===== src/aprr_pkg.sv =====
// types, constants and saturating fixed-point helpers for the reaction rate block
// signed Q8.24 values travel together with a sticky saturation flag
// no dependencies
package aprr_pkg;

    localparam int FRAC_BITS = 24;
    localparam int FX_W      = 32;

    // -1.0 in Q8.24
    localparam logic signed [63:0] FX_NEG_ONE = -(64'sd1 <<< FRAC_BITS);
    localparam logic signed [63:0] FX_HALF    = 64'sd1 <<< (FRAC_BITS - 1);

    // register indexes of the configuration port
    localparam logic [2:0] REG_GAIN_K     = 3'd0;
    localparam logic [2:0] REG_THRESH_A   = 3'd1;
    localparam logic [2:0] REG_MU1        = 3'd2;
    localparam logic [2:0] REG_MU2        = 3'd3;
    localparam logic [2:0] REG_EPS        = 3'd4;

    // value with its saturation flag
    typedef struct packed {
        logic                    flag;
        logic signed [FX_W-1:0]  val;
    } fx_t;

    // clamp a wide value to a signed range of sw bits
    function automatic fx_t fx_sat(input logic signed [63:0] x, input int sw);
        logic signed [63:0] hi;
        logic signed [63:0] lo;
        fx_t                r;
        hi = (64'sd1 <<< (sw - 1)) - 64'sd1;
        lo = -hi - 64'sd1;
        if (x > hi)
        begin
            r.flag = 1'b1;
            r.val  = hi[FX_W-1:0];
        end
        else if (x < lo)
        begin
            r.flag = 1'b1;
            r.val  = lo[FX_W-1:0];
        end
        else
        begin
            r.flag = 1'b0;
            r.val  = x[FX_W-1:0];
        end
        return r;
    endfunction

    // saturating sum, flags merge
    function automatic fx_t fx_add(input fx_t a, input fx_t b, input int sw);
        logic signed [63:0] s;
        fx_t                r;
        s = 64'(a.val) + 64'(b.val);
        r = fx_sat(s, sw);
        r.flag = r.flag | a.flag | b.flag;
        return r;
    endfunction

    // saturating negation
    function automatic fx_t fx_neg(input fx_t a, input int sw);
        logic signed [63:0] s;
        fx_t                r;
        s = -64'(a.val);
        r = fx_sat(s, sw);
        r.flag = r.flag | a.flag;
        return r;
    endfunction

    // plain input value, no flag
    function automatic fx_t fx_raw(input logic signed [FX_W-1:0] x);
        fx_t r;
        r.flag = 1'b0;
        r.val  = x;
        return r;
    endfunction

endpackage


===== src/aprr_fmul.sv =====
// two-stage Q8.24 multiplier: registered product, then round half up and saturate
// depends on aprr_pkg
module aprr_fmul
    import aprr_pkg::*;
#(
    parameter int SAT_W = 32
) (
    input  logic clk,
    input  logic en,
    input  fx_t  a,
    input  fx_t  b,
    output fx_t  y
);

    logic signed [63:0] prod_reg;
    logic               flag_reg;
    fx_t                y_reg;
    fx_t                y_next;
    logic signed [63:0] rnd;

    // round and clamp the product
    always_comb
    begin
        rnd    = (prod_reg + FX_HALF) >>> FRAC_BITS;
        y_next = fx_sat(rnd, SAT_W);
        y_next.flag = y_next.flag | flag_reg;
    end

    always_ff @(posedge clk)
    begin
        if (en)
        begin
            prod_reg <= 64'(a.val) * 64'(b.val);
            flag_reg <= a.flag | b.flag;
            y_reg    <= y_next;
        end
    end

    assign y = y_reg;

endmodule


===== config.mk =====
export PLATFORM = sky130hd
export DESIGN_NAME = aprr_fmul
export DESIGN_NICKNAME = d
export VERILOG_FILES = /design/src/aprr_pkg.sv /design/src/aprr_fmul.sv
export SDC_FILE = /design/constraint.sdc
export NUM_CORES = 2
export LEC_CHECK = 0
export BUFFER_PORTS_ARGS = -buffer_cell sky130_fd_sc_hd__buf_4
export CAP_MARGIN = 10
export CORE_AREA = 10 10 386 275
export DETAILED_ROUTE_END_ITERATION = 16
export DIE_AREA = 0 0 396 285
export MAX_ROUTING_LAYER = met4
export PLACE_DENSITY = 0.56
export SETUP_SLACK_MARGIN = 0.3
export SYNTH_ARGS = -nofsm -noshare
export SYNTH_HDL_FRONTEND = slang
export SYNTH_SLANG_ARGS = --single-unit

===== constraint.sdc =====
create_clock -name clk -period 19.5 [get_ports clk]
set_input_delay 0 -clock clk [delete_from_list [all_inputs] [get_ports clk]]
set_output_delay 0 -clock clk [all_outputs]
set_load 0.1 [all_outputs]

==> results.sh <==
export IMPL_max_slew_margin_pct=40.8
export IMPL_ys_seq_area_share_pct=5.74
export IMPL_grt_ovfl_total=0
export IMPL_vias=26856
export IMPL_skew_ns=0.00539
export IMPL_postCtsSetupBuffers=0
export IMPL_viasPerCell=5.04
export IMPL_cp_slowest_cell="fa_1"
export IMPL_endpoint_kind="register"
export IMPL_drt_pass1_iter_count=5
export IMPL_avgSynthCellArea_um2=9.59
export IMPL_worstPathRequired_ns=19.69
export IMPL_core_area_um2=99200
export IMPL_cts_root_buf="clkbuf_16"
export IMPL_h_tree_depth=3
export IMPL_die_h_um=285
export IMPL_post_dp_cell_area_um2=40800
export IMPL_io_pins=101
export IMPL_gp_congestion=0.913
export IMPL_synth_seq_cells=75
export IMPL_cts_tree="done"
export IMPL_initial_core_util_pct=39.5
export IMPL_drt_iter0_drc=2433
export IMPL_largest_register_ffs=41
export IMPL_period_share_pct=40.6
export IMPL_yosys_warnings=0
export IMPL_clock_sinks=75
export IMPL_cts_buffers=9
export IMPL_setup_viol=0
export IMPL_cts_buffer_depth=2
export IMPL_worst_slew_pin_slew_ns=0.888
export IMPL_cp_max_fo=32
export IMPL_final_design_area_no_fill_um2=41100
export IMPL_area_growth_pct=4.83
export IMPL_clkTransAtPathRegs_ns=0.05
export IMPL_grt_usage_pct=21.8
export IMPL_die_w_um=396
export IMPL_final_common_cell="fa_1"
export IMPL_rows=97
export IMPL_reg2reg_slack_ns=16.40
export IMPL_grt_start_max_net_pins=76
export IMPL_synth_cell_types=59
export IMPL_slew_violations=0
export IMPL_hold_violations=0
export IMPL_grt_pass1_vias=28806
export IMPL_cp_start_kind="input pin"
export IMPL_syn_nets=5418
export IMPL_postSynth_asyncResetShare_pct=0
export IMPL_grt_pass1_wl_um=184000
export IMPL_status="finished clean"
export IMPL_drive_above_1_share_pct=3.48
export IMPL_ys_flop_type="edfxtp_1"
export IMPL_port_buffers=100
export IMPL_wire_per_inst_um=22.0
export IMPL_fin_nets=5320
export IMPL_worstHoldPathType="input pin to register"
export IMPL_post_dp_hpwl_um=92600
export IMPL_layout_common_cells="fa_1 (1,081), inv_1 (972), nand2_1 (560)"
export IMPL_drc_errors=0
export IMPL_cp_arrival_ns=8.11
export IMPL_grt_setup_unrepaired="no"
export IMPL_ant_nets=0
export IMPL_antenna_found_initial=4
export IMPL_syn_area_um2=39200
export IMPL_synth_edf_count=75
export IMPL_clk_latency_ns=0.32
export IMPL_crit_type="input pin to register"
export IMPL_whs_path_depth=1
export IMPL_synthCells=4088
export IMPL_critPathMaxStageDelay_ns=0.87
export IMPL_wl_um=117000
export IMPL_r2r_cells=9
export IMPL_die_area_um2=113000
export IMPL_post_route_min_period_ns=7.92
export IMPL_drv_max_cap_violation_count=0
export IMPL_fmax_mhz=126
export IMPL_fin_tns_setup_ns=0
logic make-up (layout without fill, tap and decap cells):
logic type      count (synthesis)  count (layout)  share of synthesized area [%]
simple gates                 1244            1244                           16.1
buf+inv                      1186            1093                           11.4
compound gates                232             232                           3.79
flops                          75              75                           5.74
fa+ha+maj                    1262            1262                           61.0
other cells                     0               1                              0
mux                             2               2                         0.0543
xor+xnor                       87              87                           1.94
synthesized netlist by cell type, types with 18 or more instances:
master | instances | area, µm²
a21o_1 | 24 | 180
a21oi_1 | 65 | 325
and2_1 | 512 | 3200
clkbuf_1 | 210 | 788
edfxtp_1 | 75 | 2250
fa_1 | 1081 | 21600
ha_1 | 181 | 2260
inv_1 | 972 | 3650
nand2_1 | 560 | 2100
nand3_1 | 25 | 125
nand4_1 | 18 | 113
nor2_1 | 37 | 139
nor2b_1 | 33 | 206
o21ai_0 | 45 | 225
o21ai_1 | 18 | 90.1
xnor2_1 | 42 | 368
xor2_1 | 45 | 394
through the flow:
step | cells | worst slack (ns) | util [%] | hold slack, ns
floorplan | 4088 | 12.23 | - | 0.112
global placement | 5313 | 11.33 | 41.2 | 0.321
detailed placement | 5313 | 11.24 | 41.2 | 0.311
CTS | 5331 | 11.57 | 41.4 | 0.356
global route | 5332 | 10.92 | 41.4 | 0.390
finish | 5332 | 11.58 | 41.4 | 0.339
routing by layer:
layer,up-vias,track usage [%],wire [µm]
met1,14029,33.9,57900
met5,-,-,0
li1,11613,-,-
met2,1168,27.5,43600
met3,46,7.91,15200
met4,0,1.64,687
timing repair:
| action | in CTS | in global routing |
|---|---|---|
| gates resized for setup | 0 | 0 |
| hold endpoints to repair | 1 | 0 |
| hold buffers | 2 | 0 |
worst paths after layout:
path	from	end
setup / recovery	a[31]	prod_reg[63]
hold / removal	en	y[3]
hold reg to reg	flag_reg	y[32]
setup reg to reg	prod_reg[46]	y[8]
cell type report:
type | instances | area (µm²)
well taps | 1336 | 1670
multi-input cells | 2827 | 32500
diodes | 1 | 2.50
clock buffers | 12 | 236
fillers | 9708 | 58100
inverters | 972 | 3650
clock inverters | 4 | 17.5
flip-flops and latches | 75 | 2250
repair buffers | 105 | 793
critical path: cells and delay by family:
| kind | cells | cell delay [ns] |
|---|---|---|
| compound gates | 1 | 0.17 |
| buf+inv | 9 | 1.57 |
| fa+ha+maj | 9 | 4.68 |
| simple gates | 6 | 1.66 |
Power is not shown: default switching activity piles up to over one toggle a cycle in this logic, so the estimate is an artifact.
