===== src/aprr_delay.sv =====
// enable-gated delay line for payload that must wait for a slower branch
// depends on nothing
module aprr_delay #(
    parameter int W = 33,
    parameter int N = 1
) (
    input  logic         clk,
    input  logic         en,
    input  logic [W-1:0] din,
    output logic [W-1:0] dout
);

    logic [W-1:0] line_reg [0:N-1];

    // shift when the pipeline advances
    always_ff @(posedge clk)
    begin
        if (en)
        begin
            line_reg[0] <= din;
            for (int i = 1; i < N; i++)
            begin
                line_reg[i] <= line_reg[i-1];
            end
        end
    end

    assign dout = line_reg[N-1];

endmodule


===== config.mk =====
export PLATFORM = sky130hd
export DESIGN_NAME = aprr_delay
export DESIGN_NICKNAME = d
export VERILOG_FILES = /design/src/aprr_delay.sv
export SDC_FILE = /design/constraint.sdc
export NUM_CORES = 1
export LEC_CHECK = 0
export BUFFER_PORTS_ARGS = -buffer_cell sky130_fd_sc_hd__buf_2
export CAP_MARGIN = 20
export CELL_PAD_IN_SITES_DETAIL_PLACEMENT = 1
export CELL_PAD_IN_SITES_GLOBAL_PLACEMENT = 2
export CORE_MARGIN = 2
export CORE_UTILIZATION = 26
export DETAILED_ROUTE_END_ITERATION = 16
export PLACE_DENSITY = 0.83
export RECOVER_POWER = 50
export SYNTH_ARGS = -nofsm -noshare
export SYNTH_HDL_FRONTEND = slang
export SYNTH_SLANG_ARGS = --single-unit

===== constraint.sdc =====
create_clock -name clk -period 0.8 [get_ports clk]
set_input_delay 0.12 -clock clk [delete_from_list [all_inputs] [get_ports clk]]
set_output_delay 0.12 -clock clk [all_outputs]
set_load 0.02 [all_outputs]

==> results of run 1 <==
-- metrics by stage --
stage / setup slack, ns / TNS, ns
3_3_place_gp: 0.0727 / 0
6_report: -0.154 / -3.76
4_1_cts: -0.171 / -4.34
5_1_grt: -0.188 / -5.13
2_1_floorplan: 0.231 / 0
3_5_place_dp: 0.0457 / 0
-- worst max-delay path by stage --
| stage | endpoint | from | slack [ns] |
|---|---|---|---|
| 3_3_place_gp | line_reg[0][28] | en | 0.07 |
| 4_1_cts | dout[27] | line_reg[0][27] | -0.17 |
| 3_5_place_dp | line_reg[0][12] | en | 0.05 |
| 5_1_grt | dout[27] | line_reg[0][27] | -0.19 |
| 2_1_floorplan | dout[0] | line_reg[0][0] | 0.23 |
| 6_report | dout[18] | line_reg[0][18] | -0.15 |
-- area by class of cell --
class / instances / area, um^2
fill: 379 / 2020
sequential: 33 / 991
timing repair buffer: 70 / 514
clock buffer: 6 / 72.6
tap: 48 / 60.1
clock inverter: 1 / 3.75
-- placed cells by master, fill, tap and decap left out --
master / synthesis / final
sky130_fd_sc_hd__dlygate4sd3_1: 0 / 1
sky130_fd_sc_hd__clkbuf_2: 0 / 1
sky130_fd_sc_hd__edfxtp_1: 33 / 33
sky130_fd_sc_hd__clkbuf_8: 0 / 5
sky130_fd_sc_hd__buf_6: 0 / 23
sky130_fd_sc_hd__buf_12: 0 / 1
sky130_fd_sc_hd__clkinv_1: 0 / 1
sky130_fd_sc_hd__clkbuf_1: 0 / 1
sky130_fd_sc_hd__buf_2: 0 / 44
-- logic make-up after synthesis --
group,after synthesis
flops,33
-- power groups by stage --
stage | clock [uW] | combinational (uW) | sequential (uW)
2_1_floorplan | 0 | 0 | 2310
3_3_place_gp | 0 | 433 | 2120
3_5_place_dp | 0 | 443 | 2120
4_1_cts | 1140 | 480 | 2100
5_1_grt | 1210 | 562 | 2120
6_report | 1070 | 535 | 2110
-- repair_timing --
item                                    in CTS  in global routing
endpoints found under the setup margin      33                 33
resized for setup                           16                 30
endpoints found under the hold margin        0                  1
hold buffers                                 0                  1
-- routing by layer --
| layer | vias to the layer above | global-route usage |
|---|---|---|
| met1 | 288 | 0.0799 |
| met4 | 0 | 0.0469 |
| li1 | 284 | - |
| met5 | - | 0 |
| met2 | 34 | 0.172 |
| met3 | 2 | 0.0616 |
==> qor.csv, run 1 <==
stage,metric,value,unit
run_status,result of the run,finished with violations,
run_status,violations in the final reports,negative setup slack,
synth,flip-flop and latch count after synthesis,33,
synth,top_reg_cell synth,sky130_fd_sc_hd__edfxtp_1,
synth,"arithmetic-cell share of the synthesized area counting full adders, half adders and majority gates",0,
routing,DRT Pass-1 Iters,3,
synth,share of synthesized area occupied by flip-flops and latches,1.00,
floorplan,initial core utilization,0.271,
routing,antenna-violating nets left,0,
sta,FMAX,1.05,GHz
synth,Post-Syn Area per Cell,30.0,um^2
setup_path,depth of the critical timing path with buffers and inverters included,1,
global_route,Total GRT Usage,0.0959,
floorplan,die extent in x,65.7,um
synth,most instantiated library cell after synthesis,sky130_fd_sc_hd__edfxtp_1,
sta,share of the cycle needed by the critical path after routing,1.19,
synth,most numerous cell types in the synthesized netlist,sky130_fd_sc_hd__edfxtp_1,
routing,detailed route wirelength on metal3,180,um
global_route,wire length of the first global-routing pass,2.74,mm
power,sequential fraction of design power,0.568,
setup_path,data arrival at the endpoint of the critical path,0.83,ns
min_path,instance count along the most critical hold path,1,
setup_path,CP Cell Sequence,buf_2,
layout,Layout Utilization,0.448,
power,Power Total,3720,uW
sta,minimum clock period,0.954,ns
synth,number of synthesized flops with an enable pin,33,
routing,via-per-instance ratio,3.85,
sta,final setup margin,-0.154,ns
synth,proportion of synthesized area in mux cells,0,
min_path,startpoint of the tightest hold check path,din[21],
clock_tree,TritonCTS Sinks,33,
sta,final-layout worst hold slack,0.0229,ns
routing,total detailed-routing wirelength,2.08,mm
synth,total number of yosys warnings,0,
place,Cell Count Post-Placement,150,
routing,highest layer used for signal routing,met4,
layout,area of the multi-input gates,0,um^2
power,net switching power,816,uW
layout,Non-Filler Instances,158,
clock_tree,clock buffer count from CTS,5,
setup_path,WP data required,0.68,ns
layout,antenna diode count,0,
power,power density cells,2270,mW/mm^2
floorplan,height of the chip,65.7,um
clock_tree,clock transition at the register clock pins on the worst setup and hold paths after CTS,0.06,ns
global_route,number of antenna violations at the first check in global routing,0,
min_path,Hold EP,line_reg[0][21],
power,Leak Pwr,0.000692,uW
routing,met2 wire length,1.26,mm
clock_tree,number of levels the H-tree was split into,2,
routing,routed via count,608,
synth,library cells used by synthesis,1,
power,switching power as a share of total power,0.219,
power,worst ir drop on vdd,1030,uV
clock_tree,clock tree from TritonCTS,done,
synth,synthesized netlist net count,68,
power,clock group share of total power,0.288,
layout,area overhead of the layout relative to synthesis,65.7,%
power,Pint,2910,uW
synth,Post-Synthesis Cells,33,
sta,number of pins with negative max-slew slack in the final report,0,
job,max capacitance violation total,0,
layout,final design instance area without fill,0.00164,mm^2
sta,worst max-slew margin expressed relative to the limit,0.797,
power,part of the total power dissipated in combinational logic,0.144,
place,Port Buf Inserts,67,
synth,post-synth top area share,1.00,
synth,netlist area before placement,991,um^2
sta,final setup vio count,33,
routing,routed length per instance,13.2,um
synth,area fraction in compound gates after synthesis,0,
place,total placed instance area,0.00143,mm^2
setup_path,Worst Path Buf+Inv,1,
sta,RSZ-0062 raised after global routing,yes,
floorplan,Std-Cell Core Area,0.00366,mm^2
layout,layout cells sized above 1,0.673,
layout,comb_multi_in,0,
min_path,HP Class,in -> reg,
setup_path,Critical Path End Type,primary output,
clock_tree,number of buffers added for setup after CTS,0,
global_route,leftover overflow at the end of global routing,0,
synth,synthesized-area fraction occupied by and/or/nand/nor cells,0,
sta,Final Hold Fails,0,
routing,sum of routed wire segments on met1,626,um
global_route,largest net degree at the start of global routing,21,
sta,slew at the pin with the worst max-slew slack,0.305,ns
clock_tree,Clk Tree Root Cell,sky130_fd_sc_hd__clkbuf_8,
synth,xor-xnor portion of the synthesized cell area,0,
setup_path,peak fanout along the critical path,1,
global_route,number of global-route vias before repair,594,
synth,Synth area leader,sky130_fd_sc_hd__edfxtp_1,
synth,largest cells by area after synthesis,sky130_fd_sc_hd__edfxtp_1,
layout,number of flip-flops under the largest register name,33,
place,routability congestion estimate from global placement,0.628,
floorplan,number of standard-cell rows in the floorplan,22,
setup_path,worst stage delay on the critical path,0.39,ns
setup_path,crit path max-delay cell type,sky130_fd_sc_hd__edfxtp_1,
floorplan,Die Area,0.00432,mm^2
setup_path,critical path class,reg -> out,
floorplan,top-level port count,68,
synth,async set or reset register ratio after synthesis,0,
clock_tree,Clock Tree Buf Depth,2,
setup_path,startpoint class of the critical path,register,
routing,detailed router's first-iteration violation count,7,
setup_path,cell family with most CP delay,flip-flops,
layout,final layout net count,145,
routing,post-detailed-route DRC marker count,0,
(Power assumes the default switching activity.)
==> run 2: changes to the inputs <==
--- a/config.mk
+++ b/config.mk
@@ -12,6 +12,7 @@
 export CORE_MARGIN = 2
 export CORE_UTILIZATION = 26
 export DETAILED_ROUTE_END_ITERATION = 16
+export MAX_ROUTING_LAYER = met4
 export PLACE_DENSITY = 0.83
 export RECOVER_POWER = 50
 export SYNTH_ARGS = -nofsm -noshare
==> run 2 against run 1 <==
  * The flow still finishes with violations (negative setup slack)
  * Worst hold slack is essentially flat
  * Power is essentially flat
  * Clock-buffer cell count is the same
  * Worst setup slack is essentially flat
  * Final cell count is the same
  * Die area is the same
==> qor.csv, run 2 (same netlist as run 1, synthesis figures left out) <==
stage,metric,value,unit
clock_tree,Clk Tree Root Cell,sky130_fd_sc_hd__clkbuf_8,
global_route,number of antenna violations at the first check in global routing,0,
sta,number of pins with negative max-slew slack in the final report,0,
min_path,Hold EP,line_reg[0][21],
setup_path,WP data required,0.68,ns
run_status,violations in the final reports,negative setup slack,
global_route,Total GRT Usage,0.0985,
layout,number of flip-flops under the largest register name,33,
setup_path,Worst Path Buf+Inv,1,
clock_tree,clock transition at the register clock pins on the worst setup and hold paths after CTS,0.06,ns
clock_tree,number of buffers added for setup after CTS,0,
global_route,number of global-route vias before repair,594,
setup_path,Critical Path End Type,primary output,
layout,Non-Filler Instances,158,
routing,total detailed-routing wirelength,2.08,mm
setup_path,startpoint class of the critical path,register,
layout,"most common cell after layout, fill and taps aside",sky130_fd_sc_hd__buf_2,
run_status,result of the run,finished with violations,
routing,via-per-instance ratio,3.85,
layout,antenna diode count,0,
min_path,startpoint of the tightest hold check path,din[21],
clock_tree,number of levels the H-tree was split into,2,
layout,layout cells sized above 1,0.673,
routing,routed length per instance,13.2,um
power,Power Total,3720,uW
routing,detailed router's first-iteration violation count,7,
sta,FMAX,1.05,GHz
sta,final setup margin,-0.154,ns
sta,Final Hold Fails,0,
setup_path,CP Cell Sequence,buf_2,
routing,post-detailed-route DRC marker count,0,
layout,final layout net count,145,
layout,area of the multi-input gates,0,um^2
floorplan,number of standard-cell rows in the floorplan,22,
layout,final design instance area without fill,0.00164,mm^2
setup_path,critical path class,reg -> out,
sta,RSZ-0062 raised after global routing,yes,
sta,final setup vio count,33,
layout,fillers,379,
clock_tree,Clock Tree Buf Depth,2,
routing,routed via count,608,
global_route,wire length of the first global-routing pass,2.74,mm
place,minimum setup slack after placement,0.0457,ns
sta,Fin Setup TNS,-3.75,ns
global_route,largest net degree at the start of global routing,21,
routing,antenna-violating nets left,0,
floorplan,Std-Cell Core Area,0.00366,mm^2
layout,FF+latch area,991,um^2
sta,minimum clock period,0.954,ns
setup_path,data arrival at the endpoint of the critical path,0.83,ns
floorplan,height of the chip,65.7,um
job,max capacitance violation total,0,
sta,share of the cycle needed by the critical path after routing,1.19,
place,routability congestion estimate from global placement,0.633,
min_path,instance count along the most critical hold path,1,
clock_tree,clock buffer count from CTS,5,
floorplan,initial core utilization,0.271,
min_path,HP Class,in -> reg,
layout,comb_multi_in,0,
place,total placed instance area,0.00143,mm^2
global_route,leftover overflow at the end of global routing,0,
power,power density cells,2270,mW/mm^2
setup_path,crit path max-delay cell type,sky130_fd_sc_hd__edfxtp_1,
floorplan,Die Area,0.00432,mm^2
setup_path,cell family with most CP delay,flip-flops,
setup_path,peak fanout along the critical path,1,
place,Cell Count Post-Placement,150,
floorplan,die extent in x,65.7,um
power,worst ir drop on vdd,1030,uV
clock_tree,TritonCTS Sinks,33,
power,Leak Pwr,0.000692,uW
sta,worst max-slew margin expressed relative to the limit,0.797,
layout,area overhead of the layout relative to synthesis,65.7,%
place,Port Buf Inserts,67,
sta,slew at the pin with the worst max-slew slack,0.304,ns
layout,"top library cells by usage in the layout, fill and taps aside","sky130_fd_sc_hd__buf_2, sky130_fd_sc_hd__edfxtp_1, sky130_fd_sc_hd__buf_6, sky130_fd_sc_hd__clkbuf_8",
setup_path,worst stage delay on the critical path,0.39,ns
floorplan,top-level port count,68,
routing,DRT Pass-1 Iters,3,
clock_tree,clock tree from TritonCTS,done,
[run 2: worst max path at each step]
stage / start / to / depth (start not counted)
after global routing: line_reg[0][27] / dout[27] / 1
after detailed placement: en / line_reg[0][12] / 2
after floorplan: line_reg[0][0] / dout[0] / 0
after global placement: en / line_reg[0][28] / 2
final: line_reg[0][18] / dout[18] / 1
after CTS: line_reg[0][27] / dout[27] / 1
[run 2: report_power, final]
group	switching, uW	internal [uW]	leakage, uW	total (uW)
Clock	488	584	0.0000387	1070
Combinational	273	262	0.000330	535
Sequential	54.5	2060	0.000323	2110
[run 2: repair_timing]
item / in CTS / in global routing
gates resized for setup: 16 / 30
pin swaps: 0 / 0
hold buffers: 0 / 1
endpoints found under the setup margin: 33 / 33
hold endpoints to repair: 0 / 1
[run 2: per-stage QoR]
stage	hold WS (ns)	util
detailed placement	0.299	0.390
floorplan	0.219	-
global placement	0.296	0.390
finish	0.0230	0.448
global route	0.000547	0.448
CTS	0.00706	0.424
[run 2: layer usage]
layer / GRT usage / wire length [um] / share of wire / vias to the layer above
li1: - / - / - / 284
met1: 0.0855 / 661 / 0.32 / 288
met2: 0.172 / 1260 / 0.60 / 34
met3: 0.0531 / 144 / 0.069 / 2
met4: 0.0469 / 19 / 0.0091 / 0
met5: - / 0 / 0 / -
[run 2: final cells by class]
class,count,area share
flip-flops and latches,33,0.604
repair buffers,70,0.313
clock buffers,6,0.0442
well taps,48,0.0366
clock inverters,1,0.00229
